`config.mk`:
```
export PLATFORM = sky130hd
export DESIGN_NAME = collective_rank_slot_mapper
export DESIGN_NICKNAME = d
export VERILOG_FILES = /design/src/sv/crsm_pkg.sv /design/src/sv/crsm_cfg_regs.sv /design/src/sv/crsm_round.sv /design/src/sv/collective_rank_slot_mapper.sv
export SDC_FILE = /design/constraint.sdc
export NUM_CORES = 1
export LEC_CHECK = 0
export BUFFER_PORTS_ARGS = -buffer_cell sky130_fd_sc_hd__buf_2
export CORE_ASPECT_RATIO = 0.6
export CORE_MARGIN = 2
export CORE_UTILIZATION = 60
export CTS_BUF_LIST = sky130_fd_sc_hd__clkbuf_2 sky130_fd_sc_hd__clkbuf_4 sky130_fd_sc_hd__clkbuf_8
export CTS_CLUSTER_SIZE = 16
export DETAILED_ROUTE_END_ITERATION = 10
export GPL_ROUTABILITY_DRIVEN = 0
export PLACE_DENSITY = 0.76
export SETUP_SLACK_MARGIN = 0.5
export SYNTH_ARGS = -nofsm -noshare
export SYNTH_HDL_FRONTEND = slang
export SYNTH_SLANG_ARGS = --single-unit
```
`constraint.sdc`:
```
create_clock -name clk_i -period 5.25 [get_ports clk_i]
set_input_delay 0.525 -clock clk_i [delete_from_list [all_inputs] [get_ports clk_i]]
set_output_delay 0.525 -clock clk_i [all_outputs]
set_load 0.05 [all_outputs]
```
`src/sv/crsm_pkg.sv`:
```
// Shared types and constants for the collective rank slot mapper.
// Used by every module of the block; no dependencies of its own.
`default_nettype none

package crsm_pkg;

  // Fixed field widths
  localparam int RankW = 10;  // rank_index and slot
  localparam int CntW  = 11;  // rank_count and internal positions
  localparam int StepW = 4;   // round counter, up to CntW rounds

  // Configuration register indexes
  localparam int CfgIdxW = 1;
  localparam logic [CfgIdxW-1:0] CFG_RANK_COUNT = 1'b0;
  localparam logic [CfgIdxW-1:0] CFG_KEEP_ORDER = 1'b1;

  // Sequencer states
  typedef enum logic [1:0] {
    ST_IDLE,
    ST_WALK,
    ST_FLUSH
  } state_e;

  // Current configuration as seen by the sequencer
  typedef struct packed {
    logic [CntW-1:0] cnt;   // effective (saturated) rank count
    logic            keep;  // identity mapping
  } cfg_t;

  // Walker state fed into the round unit
  typedef struct packed {
    logic [CntW-1:0]  base;
    logic [CntW-1:0]  off;
    logic [CntW-1:0]  len;
    logic [StepW-1:0] step;
  } walk_t;

  // Outcome of one round
  typedef struct packed {
    logic            skip;  // round not taken, walk ends
    logic            last;  // block length odd, walk ends after this round
    logic [CntW-1:0] base;
    logic [CntW-1:0] off;
    logic [CntW-1:0] len;
  } round_t;

endpackage

`default_nettype wire

```
`src/sv/crsm_cfg_regs.sv`:
```
// Configuration registers of the rank slot mapper, with count saturation.
// Depends on crsm_pkg.
`default_nettype none

module crsm_cfg_regs #(
  parameter int MAX_RANKS = 1024
) (
  input  wire logic                         clk_i,
  input  wire logic                         rst_ni,
  input  wire logic                         cfg_we_i,
  input  wire logic [crsm_pkg::CfgIdxW-1:0] cfg_idx_i,
  input  wire logic [crsm_pkg::CntW-1:0]    cfg_data_i,
  output crsm_pkg::cfg_t                    cfg_o
);
  import crsm_pkg::*;

  localparam int CntMax = (1 << CntW) - 1;
  localparam int SatInt = (MAX_RANKS > CntMax) ? CntMax : MAX_RANKS;
  localparam logic [CntW-1:0] CntSat = CntW'(SatInt);

  logic [CntW-1:0] rank_count_q;
  logic            keep_order_q;

  // Register writes
  always_ff @(posedge clk_i or negedge rst_ni) begin
    if (!rst_ni) begin
      rank_count_q <= CntW'(1);
      keep_order_q <= 1'b0;
    end else if (cfg_we_i) begin
      unique case (cfg_idx_i)
        CFG_RANK_COUNT: rank_count_q <= cfg_data_i;
        CFG_KEEP_ORDER: keep_order_q <= cfg_data_i[0];
        default: ;
      endcase
    end
  end

  // Effective count clamps at the configured maximum
  always_comb begin
    cfg_o.cnt  = (rank_count_q > CntSat) ? CntSat : rank_count_q;
    cfg_o.keep = keep_order_q;
  end

endmodule

`default_nettype wire

```
`src/sv/crsm_round.sv`:
```
// One reordering round: the shared step unit used once per cycle by the walker.
// Depends on crsm_pkg.
`default_nettype none

module crsm_round (
  input  wire logic [crsm_pkg::CntW-1:0] cnt_m1_i,
  input  wire crsm_pkg::walk_t           cur_i,
  output crsm_pkg::round_t               nxt_o
);
  import crsm_pkg::*;

  logic [CntW:0]   sum_w;
  logic [CntW:0]   blk_sum;
  logic [CntW:0]   blocks;
  logic [CntW-1:0] off_r;
  logic [CntW-1:0] half;
  logic            no_rounds;

  always_comb begin
    // Round is skipped once no bits of count-1 remain or at most one block
    no_rounds = (cnt_m1_i >> cur_i.step) == '0;
    blk_sum   = {1'b0, cnt_m1_i} + ((CntW+1)'(1) << cur_i.step);
    blocks    = blk_sum >> (cur_i.step + StepW'(1));
    nxt_o.skip = no_rounds || (blocks <= (CntW+1)'(1));

    // Even offset halves; odd offset goes to (off+len)/2
    sum_w = {1'b0, cur_i.off} + {1'b0, cur_i.len};
    off_r = cur_i.off[0] ? sum_w[CntW:1] : (cur_i.off >> 1);

    // Next block length; the new offset falls in the lower or upper half-block
    half       = cur_i.len >> 1;
    nxt_o.last = cur_i.len[0];
    nxt_o.len  = half;
    if (!cur_i.len[0] && (off_r >= half)) begin
      nxt_o.base = cur_i.base + half;
      nxt_o.off  = off_r - half;
    end else begin
      nxt_o.base = cur_i.base;
      nxt_o.off  = off_r;
    end
  end

endmodule

`default_nettype wire

```
`src/sv/collective_rank_slot_mapper.sv`:
```
// Rank slot mapper: one query in, one slot out, walked one round per cycle.
// Sequence: accept in idle, then walk (one round per cycle of the shared round unit, at most
// nine rounds at 1024 ranks, until a round is skipped or taken as last), then flush loads the
// output register once it is free. Invalid ranks and identity mode skip the walk.
// One query at a time; the next is taken once the result is loaded.
// Reset (async, active low): idle, no result, rank_count 1, keep_order 0.
`default_nettype none

module collective_rank_slot_mapper #(
  parameter int MAX_RANKS = 1024
) (
  input  wire logic                         clk_i,
  input  wire logic                         rst_ni,
  input  wire logic                         cfg_we_i,
  input  wire logic [crsm_pkg::CfgIdxW-1:0] cfg_idx_i,
  input  wire logic [crsm_pkg::CntW-1:0]    cfg_data_i,
  input  wire logic                         in_valid_i,
  output logic                              in_ready_o,
  input  wire logic [crsm_pkg::RankW-1:0]   rank_index_i,
  output logic                              out_valid_o,
  input  wire logic                         out_ready_i,
  output logic [crsm_pkg::RankW-1:0]        slot_o,
  output logic                              index_ok_o
);
  import crsm_pkg::*;

  cfg_t   cfg;
  walk_t  cur;
  round_t nxt;

  state_e state_q, state_d;
  logic [CntW-1:0]  base_q, base_d;
  logic [CntW-1:0]  off_q, off_d;
  logic [CntW-1:0]  len_q, len_d;
  logic [StepW-1:0] step_q, step_d;
  logic             ok_q, ok_d;
  logic             out_valid_q, out_valid_d;
  logic [RankW-1:0] slot_q, slot_d;
  logic             index_ok_q, index_ok_d;

  logic            in_beat;
  logic            out_free;
  logic            rank_ok;
  logic [CntW-1:0] rank_ext;
  logic [CntW-1:0] final_pos;

  crsm_cfg_regs #(
    .MAX_RANKS (MAX_RANKS)
  ) u_cfg (
    .clk_i      (clk_i),
    .rst_ni     (rst_ni),
    .cfg_we_i   (cfg_we_i),
    .cfg_idx_i  (cfg_idx_i),
    .cfg_data_i (cfg_data_i),
    .cfg_o      (cfg)
  );

  always_comb begin
    cur.base = base_q;
    cur.off  = off_q;
    cur.len  = len_q;
    cur.step = step_q;
  end

  crsm_round u_round (
    .cnt_m1_i (cfg.cnt - CntW'(1)),
    .cur_i    (cur),
    .nxt_o    (nxt)
  );

  assign in_ready_o = (state_q == ST_IDLE);
  assign in_beat    = in_valid_i && in_ready_o;
  assign out_free   = !out_valid_q || out_ready_i;
  assign rank_ext   = CntW'(rank_index_i);
  assign rank_ok    = rank_ext < cfg.cnt;
  assign final_pos  = base_q + off_q;

  // Sequencer registers
  always_ff @(posedge clk_i or negedge rst_ni) begin
    if (!rst_ni) begin
      state_q     <= ST_IDLE;
      out_valid_q <= 1'b0;
    end else begin
      state_q     <= state_d;
      out_valid_q <= out_valid_d;
    end
  end

  // Walker and output payload
  always_ff @(posedge clk_i) begin
    base_q     <= base_d;
    off_q      <= off_d;
    len_q      <= len_d;
    step_q     <= step_d;
    ok_q       <= ok_d;
    slot_q     <= slot_d;
    index_ok_q <= index_ok_d;
  end

  // Next state and datapath control
  always_comb begin
    state_d     = state_q;
    base_d      = base_q;
    off_d       = off_q;
    len_d       = len_q;
    step_d      = step_q;
    ok_d        = ok_q;
    out_valid_d = out_valid_q && !out_ready_i;
    slot_d      = slot_q;
    index_ok_d  = index_ok_q;

    unique case (state_q)
      ST_IDLE: begin
        if (in_beat) begin
          base_d = '0;
          len_d  = cfg.cnt;
          step_d = '0;
          ok_d   = rank_ok;
          off_d  = rank_ok ? rank_ext : '0;
          // identity mode and invalid ranks need no rounds
          state_d = (rank_ok && !cfg.keep) ? ST_WALK : ST_FLUSH;
        end
      end
      ST_WALK: begin
        if (nxt.skip) begin
          state_d = ST_FLUSH;
        end else begin
          base_d = nxt.base;
          off_d  = nxt.off;
          len_d  = nxt.len;
          step_d = step_q + StepW'(1);
          if (nxt.last) begin
            state_d = ST_FLUSH;
          end
        end
      end
      ST_FLUSH: begin
        if (out_free) begin
          out_valid_d = 1'b1;
          slot_d      = final_pos[RankW-1:0];
          index_ok_d  = ok_q;
          state_d     = ST_IDLE;
        end
      end
      default: state_d = ST_IDLE;
    endcase
  end

  assign out_valid_o = out_valid_q;
  assign slot_o      = slot_q;
  assign index_ok_o  = index_ok_q;

endmodule

`default_nettype wire

```
After elaboration in Yosys (flattened, before gate mapping)

Cells that the tools add are included.

Register bits after elaboration: 64
Input port bits: 27
Output and inout port bits: 13
Word-level logic and storage cells: 77

Add/sub/neg operators: 7
Magnitude comparators: 4
Equality and inequality tests: 7
Shift-type cells: 3
Mux-type cells: 24
Bitwise operators: 1
Reduce and logical (&&, ||, !) cells: 20

Operator list:

| operator                                                         | number |
|---|---|
| 2-to-1 mux 11 bit                                                | 8 |
| case mux 11 bit (2 select lines)                                 | 3 |
| 2-to-1 mux 22 bit                                                | 1 |
| adder 11 x 11 -> 12 bit                                          | 1 |
| adder 11 x 12 -> 12 bit                                          | 1 |
| less-or-equal comparator 12 x 1 -> 1 bit (second input constant) | 1 |
| << shifter 1 x 4 -> 12 bit (first input constant)                | 1 |
| >> shifter 12 x 4 -> 12 bit                                      | 1 |
| adder 11 x 10 -> 11 bit                                          | 1 |
| greater-or-equal comparator 11 x 10 -> 1 bit                     | 1 |
| > comparator 11 bit (second input constant)                      | 1 |
| logical NOT 11 bit                                               | 1 |
| < comparator 10 x 11 -> 1 bit                                    | 1 |
| >> shifter 11 x 4 -> 11 bit                                      | 1 |
| subtractor 11 x 1 -> 11 bit (second input constant)              | 1 |
| subtractor 11 x 10 -> 11 bit                                     | 1 |
| adder 10 bit                                                     | 1 |
| 2-to-1 mux 10 bit                                                | 1 |
| 2-to-1 mux 2 bit                                                 | 5 |
| 2-to-1 mux 4 bit                                                 | 2 |
| case mux 4 bit (2 select lines)                                  | 1 |
| AND reduction 2 bit                                              | 4 |
| case mux 2 bit (3 select lines)                                  | 1 |
| AND reduction 3 bit                                              | 2 |
| other kinds (14)                                                 | 24 |

Longest topological paths before layout

Depth in word-level cells: 9
Mapped depth: 19
Depth with buffers taken out: 17

Cells and area by module

A second synthesis with hierarchy kept.

Cells, all modules: 673
Area, all modules: 6143.4 µm²

Modules (own cells, without submodules):

| module                      | times used | cells each | area an instance (µm²) | seq. area each (µm²) |
|---|---|---|---|---|
| collective_rank_slot_mapper | 1          | 252        | 2802.7                 | 1546.5 |
| crsm_round                  | 1          | 381        | 2751.4                 | 0.0 |
| crsm_cfg_regs               | 1          | 40         | 589.3                  | 301.5 |

Worst setup path after synthesis

Ideal clock, no wire load.

Kind: reg-to-reg
Start: register off_q[0]
End: register base_q[0], enable pin
Library setup time: 0.380 ns
Arrival time: 4.236 ns
Required time: 4.870 ns
Setup slack: 0.633 ns
Cell stages (with the launch flop): 20
Buffers on the path: 2
Period minus slack after synthesis: 4.617 ns
Cell sequence: edfxtp_1 -> clkbuf_1 -> and2_1 -> fa_1 -> a211oi_1 -> nor2_1 -> o31a_1 -> o21a_1 -> o21a_1 -> o31ai_1 -> ha_1 -> nor2_1 -> o21ai_0 -> nand2_1 -> inv_1 -> a221oi_2 -> nor2_1 -> buf_2 -> nor2_1 -> a21oi_1

Cells in the longest elaborated chain, start to end: 6

Ends and longest elaborated chain:

| what                                           | line                              | RTL |
|---|---|---|
| start: declaration                             | collective_rank_slot_mapper.sv:33 | `logic [CntW-1:0] off_q, off_d;` |
| start signal: assignment                       | collective_rank_slot_mapper.sv:92 | `off_q <= off_d;` |
| adder 11 x 11 -> 12 bit                        | crsm_round.sv:27                  | `sum_w = {1'b0, cur_i.off} + {1'b0, cur_i.len};` |
| 2-to-1 mux 11 bit *                            | crsm_round.sv:28                  | `off_r = cur_i.off[0] ? sum_w[CntW:1] : (cur_i.off >> 1);` |
| greater-or-equal comparator 11 x 10 -> 1 bit * | crsm_round.sv:34                  | `if (!cur_i.len[0] && (off_r >= half)) begin` |
| logical AND 1 bit *                            | crsm_round.sv:34                  |  |
| inequality test 2 x 1 -> 1 bit (no line) *     | --                                |  |
| AND reduction 4 bit (no line) *                | --                                |  |
| end signal: assignment                         | collective_rank_slot_mapper.sv:91 | `base_q <= base_d;` |
| end: declaration                               | collective_rank_slot_mapper.sv:32 | `logic [CntW-1:0] base_q, base_d;` |

Every way passes the cells marked *; elsewhere a longest branch is shown, timed or not.
A chain may end at the register's enable or synchronous reset.

Final worst setup path

Start: register len_q[0]
End: register off_q[6], data pin

Cells in the longest elaborated chain, start to end: 7
Elaborated cells on any way between the ends: 9
Classes of those cells: add/sub: 2; order compare: 1; mux: 4; reduce/logical: 2

Ends and longest elaborated chain:

| what                                         | line                               | RTL |
|---|---|---|
| start: declaration                           | collective_rank_slot_mapper.sv:34  | `logic [CntW-1:0] len_q, len_d;` |
| start signal: assignment                     | collective_rank_slot_mapper.sv:93  | `len_q <= len_d;` |
| adder 11 x 11 -> 12 bit                      | crsm_round.sv:27                   |  |
| 2-to-1 mux 11 bit                            | crsm_round.sv:28                   |  |
| greater-or-equal comparator 11 x 10 -> 1 bit | crsm_round.sv:34                   |  |
| logical AND 1 bit                            | crsm_round.sv:34                   |  |
| 2-to-1 mux 22 bit *                          | crsm_round.sv:34                   |  |
| 2-to-1 mux 11 bit *                          | collective_rank_slot_mapper.sv:125 | `if (nxt.skip) begin` |
| case mux 11 bit (2 select lines) *           | collective_rank_slot_mapper.sv:112 | `unique case (state_q)` |
| net off_d[6]                                 | collective_rank_slot_mapper.sv:33  |  |

The timed path passes the listed nets; every way through them passes the cells marked *. The select of a mux whose other input is x is not followed.

==> qor.csv <==
stage,metric,value,unit
timing,Clock Skew,0.00863,ns
clocking,CTS max path bufs,2,
grt,first-pass GRT wire length,23.2,mm
power_and_ir_drop,Comb pwr share,66.2,%
placed_design,DP HPWL,11.4,mm
drt,vias,5027,
drt,DRT Wirelength,14.6,mm
clocking,CTS tree,built,
clocking,clock-pin slew on the worst setup and hold paths,0.07,ns
drt,Met3 Routed Length,1.40,mm
drt,vias per std cell,6.29,
layout,Filler cells,736,
timing,"Slew Viols, Final",0,
setup_path,R2R cell count,17,
setup_path,WS Path Type,flop to flop,
synthesis,Syn Nets,718,
synthesis,"FFs w/ async S/R, synth",23.8,%
power_and_ir_drop,cell area power density,685,nW/um^2
layout,layout cells sized above 1,14.8,%
floorplanning,core box area,9220,um^2
floorplanning,Die H,79.6,um
floorplanning,num ports,40,
timing,setup TNS,0,ns
synthesis,"area leader, netlist",edfxtp_1,
layout,Ant. Diodes,0,
timing,Tmin final,4.52,ns
synthesis,Synth Flop Type,edfxtp_1,
floorplanning,Die Footprint,10300,um^2
power_and_ir_drop,Flop pwr share,22.5,%
clocking,Num CTS Buffers,9,
setup_path,CP startpoint,len_q[0],
clocking,htree depth,3,
drt,Routed Antenna Nets,0,
clocking,Clock Latency Late Sink,0.36,ns
clocking,clk sink count,63,
power_and_ir_drop,clock share of power,11.3,%
drt,met2 WL,5.88,mm
grt,vias in the first global route,4504,
synthesis,Yosys warning count,0,
timing,RSZ-0062 raised after global routing,false,
drt,WL met1,7.14,mm
timing,fin worst setup slack,0.729,ns
timing,Fin. Hold Viols,0,
setup_path,worst r2r src,len_q[0],
synthesis,Syn Inst Count,621,
power_and_ir_drop,Tot Pwr,0.00434,W
timing,final period utilization,86.1,%
worst_hold_path,HP Class,input pin to async pin,
timing,Highest Clock Rate,221,MHz
setup_path,worst-path maximum fanout,9,
synthesis,post-synth top area share,25.3,%
drt,Initial DRC Count,577,
grt,initial antenna violation count,0,
placed_design,pre-CTS setup slack,0.349,ns
power_and_ir_drop,Switching Share,47.6,%
power_and_ir_drop,internal power,0.00227,W
floorplanning,Initial Util,61.9,%
clocking,clk root buf,clkbuf_8,
setup_path,CP required,5.36,ns
synthesis,Post-synth EDFFs,48,
power_and_ir_drop,leakage,2.74,nW
floorplanning,die width,130,um
drt,Residual DRC,0,
synthesis,Mapped Area,5710,um^2
drt,top layer reached by signal wires,met4,
timing,final setup fails,0,
timing,Worst Tran Pin Value,1.23,ns
layout,Layout area overhead,10.9,%
synthesis,register bit total from synthesis,63,
timing,Rel. slew slack,17.8,%
grt,gr ovfl total,0,
setup_path,Setup crit start kind,flop,
synthesis,register area share after synthesis,31.9,%
synthesis,Netlist cell types,63,
synthesis,top post-synthesis cells by area,"edfxtp_1 25%, ha_1 14%, dfrtp_1 6.1%",
outcome,outcome,finished clean,
layout,Final #Nets,761,
setup_path,Arrival @ worst endpoint,4.63,ns
synthesis,Post-Synthesis Mean Instance Area,9.19,um^2
setup_path,Critical Path Sink Type,flop,
power_and_ir_drop,Max VDD drop,355,uV
grt,GRT Resource Usage Total,29.2,%
drt,TritonRoute pass-1 iters,5,
grt,largest net degree at the start of global routing,29,
floorplanning,Site Rows,27,
placed_design,Port Buf Inserts,39,
drt,wire length per cell,18.3,um
run,Max Cap Viol,0,
power_and_ir_drop,switching pwr,0.00207,W
==> flip-flops by register name (all words and copies together), names as in the netlist <==
register	cells
ok_q	1
u_cfg.keep_order_q	1
step_q	4
base_q	10
index_ok_o	1
off_q	11
slot_o	10
state_q	2
out_valid_o	1
len_q	11
u_cfg.rank_count_q	11
==> critical path, cell delays in order (launching register included) <==
cell and delay [ns]:
edfxtp_1 0.52, and2_1 0.21, fa_1 0.42, a211oi_1 0.28, nor2_1 0.12, o31a_1 0.29
o21a_1 0.19, o21a_1 0.16, o31ai_1 0.29, ha_1 0.35, nor2_1 0.17, o21ai_0 0.09
nand2_1 0.10, inv_1 0.06, a221oi_2 0.33, or3_1 0.39, o22ai_1 0.11, a21o_1 0.20
==> per-stage QoR <==
| step | area (um^2) | hold slack [ns] | utilization (%) | cells |
|---|---|---|---|---|
| after global routing | 6330 | 0.0692 | 68.6 | 799 |
| after global placement | 6050 | 0.401 | 65.6 | 780 |
| final | 6330 | 0.0577 | 68.6 | 799 |
| after CTS | 6280 | 0.0544 | 68.1 | 796 |
| after detailed placement | 6050 | 0.416 | 65.6 | 780 |
| after floorplan | 5710 | 0.229 | - | 621 |
==> synth_stat cells (all sizes together), types with 13 or more instances <==
master / number
a21o: 19
ha: 65
nor3: 13
and2: 17
nand2: 54
a21oi: 36
xor2: 15
nor2: 43
o21ai: 41
mux2: 15
mux2i: 13
edfxtp: 48
xnor2: 22
inv: 40
dfrtp: 14
==> path summary, 6_finish.rpt <==
path                                     endpoint  slack (ns)
hold / removal              u_cfg.rank_count_q[6]        0.06
setup / recovery                         off_q[6]        0.73
setup reg to reg                         off_q[6]        0.73
hold reg to reg                        index_ok_o        0.43
max in group asynchronous   u_cfg.rank_count_q[0]        4.90
min in group clk_i         u_cfg.rank_count_q[10]        0.40
==> kinds of logic (layout without fill, tap and decap cells) <==
logic type / Yosys count / in the layout / synth area share, %
buffers and inverters: 58 / 106 / 4.01
DFF: 63 / 63 / 31.9
and+or+nand+nor: 192 / 192 / 16.9
AOI/OAI and AO/OA: 173 / 173 / 20.3
xor gates and xnor gates: 37 / 37 / 5.68
adders and majority gates: 70 / 70 / 16.0
muxes: 28 / 28 / 5.24
==> routing by layer <==
layer | track usage [%] | vias up
met1 | 46.3 | 2376
li1 | - | 2378
met5 | 0 | -
met4 | 7.85 | 0
met3 | 6.30 | 25
met2 | 39.3 | 248
==> power by group through the flow <==
stage	Sequential (W)	Combinational (W)	Clock, W
final	0.000977	0.00287	0.000488
after global routing	0.000996	0.00315	0.000519
after CTS	0.000970	0.00280	0.000498
after detailed placement	0.000979	0.00276	0
after global placement	0.000974	0.00266	0
after floorplan	0.00108	0.00204	0
==> final cells by class <==
| cell class | count | area, um^2 | share of cell area (%) |
|---|---|---|---|
| Timing Repair Buffer | 50 | 278 | 4.39 |
| Clock buffer | 12 | 159 | 2.51 |
| Multi-Input combinational cell | 500 | 3690 | 58.3 |
| Tap cell | 130 | 163 | 2.57 |
| Inverter | 40 | 150 | 2.37 |
| Sequential cell | 63 | 1820 | 28.7 |
| Clock inverter | 4 | 68.8 | 1.09 |
==> cells in the final DEF, fill, tap and decap left out, types with 19 or more instances in the layout <==
| master | netlist | routed |
|---|---|---|
| ha_1 | 65 | 64 |
| nand2_1 | 54 | 54 |
| edfxtp_1 | 48 | 48 |
| nor2_1 | 43 | 42 |
| inv_1 | 40 | 39 |
| buf_2 | 3 | 39 |
| o21ai_0 | 38 | 37 |
| a21oi_1 | 36 | 35 |
| xnor2_1 | 22 | 22 |
| a21o_1 | 19 | 19 |
==> timing repair <==
action | 4_1_cts | 5_1_grt
buffers inserted | 0 | 3
pin swaps | 0 | 2
endpoints found under the setup margin | 37 | 43
resized for setup | 4 | 8
hold buffers | 0 | 0
(Power assumes the default switching activity.)
